`config.mk`:
```
export PLATFORM = sky130hd
export DESIGN_NAME = ms_cell
export DESIGN_NICKNAME = d
export VERILOG_FILES = /design/src/ms_pkg.sv /design/src/ms_cell.sv
export SDC_FILE = /design/constraint.sdc
export NUM_CORES = 1
export LEC_CHECK = 0
export BUFFER_PORTS_ARGS = -buffer_cell sky130_fd_sc_hd__clkbuf_2
export CAP_MARGIN = 20
export CORE_ASPECT_RATIO = 0.6
export CORE_UTILIZATION = 49
export CTS_CLUSTER_SIZE = 10
export DETAILED_ROUTE_END_ITERATION = 8
export GPL_TIMING_DRIVEN = 1
export PLACE_DENSITY = 0.89
export RECOVER_POWER = 100
export SLEW_MARGIN = 20
export SYNTH_ARGS = -nofsm -noshare
export SYNTH_HDL_FRONTEND = slang
export SYNTH_SLANG_ARGS = --single-unit
```
`constraint.sdc`:
```
create_clock -name clk_i -period 7.8 [get_ports clk_i]
set_input_delay 0 -clock clk_i [delete_from_list [all_inputs] [get_ports clk_i]]
set_output_delay 0 -clock clk_i [all_outputs]
set_load 0.03 [all_outputs]
```
`src/ms_pkg.sv`:
```
// Package for the merge sorter: sizes, transfer payload types and the cell
// control struct. Used by ms_cell and merge_sorter; depends on nothing.
package ms_pkg;

  localparam int MaxElements = 64;
  localparam int ValueBits   = 32;

  typedef struct packed {
    logic signed [ValueBits-1:0] value;
    logic                        final_item;
  } in_item_t;

  typedef struct packed {
    logic signed [ValueBits-1:0] sorted_value;
    logic                        final_result;
    logic                        overflowed;
  } out_item_t;

  // Per-cycle command broadcast to every cell of the chain.
  typedef struct packed {
    logic insert;     // place the broadcast value into the sorted row
    logic shift_out;  // move every entry one place toward the head
  } cell_ctrl_t;

endpackage

```
`src/ms_cell.sv`:
```
// One cell of the sorting chain: holds one value and its valid bit.
// Depends on ms_pkg.
module ms_cell (
  input  logic                                 clk_i,
  input  logic                                 rst_ni,
  input  ms_pkg::cell_ctrl_t                   ctrl_i,
  input  logic signed [ms_pkg::ValueBits-1:0]  new_val_i,
  input  logic signed [ms_pkg::ValueBits-1:0]  left_val_i,
  input  logic                                 left_take_i,
  input  logic                                 left_vld_i,
  input  logic signed [ms_pkg::ValueBits-1:0]  right_val_i,
  input  logic                                 right_vld_i,
  output logic signed [ms_pkg::ValueBits-1:0]  val_o,
  output logic                                 vld_o,
  output logic                                 take_o
);

  logic signed [ms_pkg::ValueBits-1:0] val_q, val_d;
  logic                                vld_q, vld_d;

  // Strictly smaller goes in front, so equal values keep arrival order.
  assign take_o = !vld_q || (new_val_i < val_q);

  always_comb begin
    val_d = val_q;
    vld_d = vld_q;
    if (ctrl_i.shift_out) begin
      val_d = right_val_i;
      vld_d = right_vld_i;
    end else if (ctrl_i.insert) begin
      if (take_o) begin
        // the left neighbor also taking means its old entry slides in here
        val_d = left_take_i ? left_val_i : new_val_i;
      end
      vld_d = vld_q | left_vld_i;
    end
  end

  always_ff @(posedge clk_i or negedge rst_ni) begin
    if (!rst_ni) begin
      vld_q <= 1'b0;
    end else begin
      vld_q <= vld_d;
    end
  end

  always_ff @(posedge clk_i) begin
    val_q <= val_d;
  end

  assign val_o = val_q;
  assign vld_o = vld_q;

endmodule

```
## Word-level counts from Yosys, hierarchy flattened

Cells that the tools add are included.

| cells by class | value |
|---|---|
| add/subtract/negate cells | 0 |
| $mul | 0 |
| divide/modulo/power cells | 0 |
| magnitude comparators | 1 |
| equal/unequal tests | 0 |
| shift-type cells | 0 |
| muxes and demuxes | 6 |
| bitwise operators | 1 |
| reduce and logical (&&, ||, !) cells | 5 |

Operators by type and width:

| operator | count |
|---|---|
| 32-bit two-way mux | 4 |
| 32-bit less-than comparator | 1 |
| 2-bit nonzero test | 2 |
| 1-bit two-way mux | 2 |
| 2-bit AND reduction | 1 |
| 1-bit logical NOT | 1 |
| 1-bit logical OR | 1 |
| 1-bit OR | 1 |

| storage, ports and cells | value |
|---|---|
| register bits after elaboration | 33 |
| bits in latches | 0 |
| memory bits (writable) | 0 |
| bits in read-only memories | 0 |
| input port bits | 103 |
| logic and storage cells | 15 |
| memories kept | 0 |

## Longest topological paths before layout

| logic depth | value |
|---|---|
| depth after elaboration | 5 |
| depth in mapped cells | 8 |
| depth with buffers taken out | 8 |

## Worst setup path after synthesis

OpenSTA, ideal clock, no wires.

| timing | value |
|---|---|
| path kind | register -> register |
| start | register val_q (netlist bit val_o[30]) |
| end | register val_q (netlist bit val_o[0]) (enable) |
| setup time | 0.480 ns |
| arrival time | 4.278 ns |
| setup slack | 3.041 ns |
| cell stages (with the launch flop) | 9 |
| period minus slack after synthesis | 4.759 ns |
| cell sequence | edfxtp_1 inv_1 ha_1 a21oi_2 nand2_1 a221o_1 a211oi_2 o22ai_1 a311oi_1 |

| on the way | value |
|---|---|
| cells in the longest elaborated chain, start to end | 4 |

Ends and longest elaborated chain:

| item | line | RTL |
|---|---|---|
| start, declared | ms_cell.sv:18 | `logic signed [ms_pkg::ValueBits-1:0] val_q, val_d;` |
| start signal, assigned | ms_cell.sv:48 | `val_q <= val_d;` |
| 32-bit less-than comparator | ms_cell.sv:22 | `assign take_o = !vld_q \|\| (new_val_i < val_q);` |
| 1-bit logical OR | ms_cell.sv:22 |  |
| 2-bit nonzero test (no source line) | n/a |  |
| 2-bit AND reduction (no source line) | n/a |  |

No other way between the ends.
A chain may end at the register's enable or synchronous reset.

## Final worst setup path

| timing | value |
|---|---|
| start | register val_q (netlist bit val_o[23]) |
| end | register val_q (netlist bit val_o[2]) (enable) |

Same word-level chain as after synthesis.

==> impl_metrics.tcl <==
set metrics [dict create \
    outcome "finished, violations left" \
    cp_slowest_cell "a311oi_1" \
    syn_inst 261 \
    areaGrowthSynthToFinish_pct 32.57 \
    grt_use_total 0.2548 \
    ys.warnings.count 0 \
    cts_resized 0 \
    drv_cap 2 \
    critical_path_required_ns 7.70 \
    p_seq_frac 0.409 \
    failed_checks "max-capacitance violations, max-slew violations" \
    numCtsBuffers 5 \
    gr-usage-met3 0.05733 \
    path_cells "inv_1 > ha_1 > a21oi_1 > o21ai_0 > a221o_1 > a211oi_1 > o22ai_1 > a311oi_1 > clkbuf_1" \
    start_util 0.5300 \
    antenna_cells 0 \
    drt-initial-drc-count 87 \
    comb_power_share 0.383 \
    cp-end-kind "flop" \
    cp.arrival_ns 4.59 \
    grt_pass1_wl_um 10360 \
    io_pins 137 \
    nNetsFinal 535 \
    grt_pass1_vias 2257 \
    antenna_left 0 \
    cts_tree "yes" \
    power.net_switching_w 0.0002163 \
    worstSetupPathType "reg -> reg" \
    synth_top_family_by_area "adder cells" \
    synth_cell_types 35 \
    yosys.area_share.simple 0.1117 \
    peakVddDrop_uv 120.1 \
    holdWs_ns 0.003560 \
    grt_max_degree 70 \
    die_area_um2 5443 \
    clk_latency_ns 0.28 \
    synth-adder-area-share 0.1539 \
    drv_slew 47 \
    top_usage_layer "met2" \
    grt_overflow 0 \
    h-tree-depth 2 \
    grt_antenna_before_repair 0 \
    grt.met2_usage 0.4348 \
    p_per_area_nw_per_um2 175.6 \
    swShare 0.3686 \
    synth-seq-area-share 0.3913 \
    place_area_um2 3267 \
    clock_skew_ns 0.003279 \
    max_freq_mhz 213.0 \
    clock-root-buffer "clkbuf_8" \
    cp_max_fo 20 \
    synthArstFlopShare 0.03030 \
    power.total_w 0.0005868 \
    drc 0 \
    met1_usage 0.3297 \
    clock-sinks 33 \
    mappedNetlistArea_um2 2520 \
    rows 19 \
    wl_um 6718 \
    worst_pin_slew_ns 2.413 \
    coreArea_um2 4755 \
    synthFlopType "edfxtp_1" \
    period_minus_slack_ns 4.694 \
    setup_tns_ns 0 \
    worst_setup_path_start_kind "flop" \
    synth_mux_area_frac 0.1331 \
    synth_xor_area_frac 0 \
    clk_pin_slew_ns 0.07 \
    clock_path_buffers 2 \
    wl_per_cell_um 14.45 \
    portBuffers 136 \
    place_congestion 0.7353 \
    hold_viol 0 \
    synth_compound_area_frac 0.1445 \
    r2r_cells 9 \
    leakage_nw 1.702 \
    ys_ff_latch 33 \
    final_area_um2 3341 \
    finalCritPeriodShare 0.6018 \
    internal_power_w 0.0003705 \
    hold_class "in -> reg" \
    die_height_um 57.55 \
    fin_util 0.7026 \
    dr.pass1.iters 4 \
    vias 2394 \
    finalSetupViolations 0 \
    rsz0062_at_grt "no" \
    cpPeakStageDelay_ns 1.55 \
    drive_gt1_frac 0.2886 \
    die_w_um 94.58 \
    min_path_cells 3 \
    maxSlewHeadroom -0.6084 \
    pwr-share-clk 0.208 \
    syn_avg_cell_area_um2 9.655 \
    place_hpwl_um 5175 \
    syn-num-nets 395 \
    synth-edff-count 32 \
    avgViaCountPerCell 5.148 \
]
[power groups by stage]
stage          Clock, W  Combinational, W  Sequential [W]
2_1_floorplan         0          0.000104        0.000291
3_3_place_gp          0          0.000224        0.000242
3_5_place_dp          0          0.000232        0.000243
4_1_cts        0.000125          0.000236        0.000240
5_1_grt        0.000133          0.000248        0.000243
6_report       0.000122          0.000225        0.000240
[per-layer routing]
metal	up-vias	part of all wire
li1	1215	-
met2	107	0.46
met1	1066	0.45
met4	0	0.0082
met3	6	0.080
met5	-	0
[sequential cells by signal, indices dropped and copies added (netlist names)]
name,cells
val_o,32
vld_o,1
[cell type report]
type	instances	area, um2
fill	390	1414
multi-input combinational	185	1364
clock buffer	6	72.57
tap	63	78.83
clock inverter	2	10.01
timing repair buffer	144	709.4
sequential	33	985.9
inverter	32	120.1
[cell usage after synthesis, types with 2 or more instances]
cell	instances	area, um2
o21ai_1	33	165.2
edfxtp_1	32	960.9
ha_1	31	387.9
buf_2	3	15.01
nor2_1	3	11.26
clkbuf_1	6	22.52
o21ai_0	4	20.02
buf_1	2	7.510
a21o_1	2	15.01
a21oi_1	13	65.06
nand2_1	40	150.1
mux2i_1	32	320.3
nand4_1	4	25.02
inv_1	32	120.1
nand3_1	3	15.01
nand2b_1	2	12.51
[cell usage in the layout (no fill, tap or decap), types with 2 or more instances in the layout]
master	instances
clkbuf_2	102
nand3_1	3
nor2_1	3
clkbuf_8	5
clkbuf_1	36
a21oi_1	13
clkinv_2	2
inv_1	32
o21ai_0	36
nand4_1	4
edfxtp_1	32
ha_1	31
mux2i_1	32
dlygate4sd3_1	6
nand2_1	40
nand2b_1	2
a21o_1	2
[through the flow]
stage	cells	setup WS, ns
2_1_floorplan	261	3.041
3_3_place_gp	451	4.671
3_5_place_dp	451	4.545
4_1_cts	465	4.517
5_1_grt	465	2.744
6_report	465	3.106
[worst max-delay path: cells and delay by family, from the launching register on]
| kind | cells | cell delay (ns) |
|---|---|---|
| compound gates | 6 | 2.70 |
| fa+ha+maj | 1 | 0.25 |
| flops | 1 | 0.39 |
| buf+inv | 2 | 0.97 |
[cell families after synthesis]
logic type	after synthesis
compound gates	62
fa+ha+maj	31
buf+inv	43
flops	33
mux	33
simple gates	59
[what timing repair did]
item                                    in CTS  in global routing
hold buffers                                 6                  0
hold endpoints to repair                     5                  0
endpoints found under the setup margin       0                  0
setup buffers                                0                  0
[final timing paths]
path / start / end / slack [ns]
max: val_o[23] / val_o[2] / 3.11
min: right_val_i[18] / val_o[18] / 0.004
max reg2reg: val_o[23] / val_o[2] / 3.11
min reg2reg: vld_o / val_o[25] / 1.21
max in group asynchronous: rst_ni / vld_o / 7.66
min in group asynchronous: rst_ni / vld_o / 0.06
No activity file was read; power rests on OpenSTA's default activity.
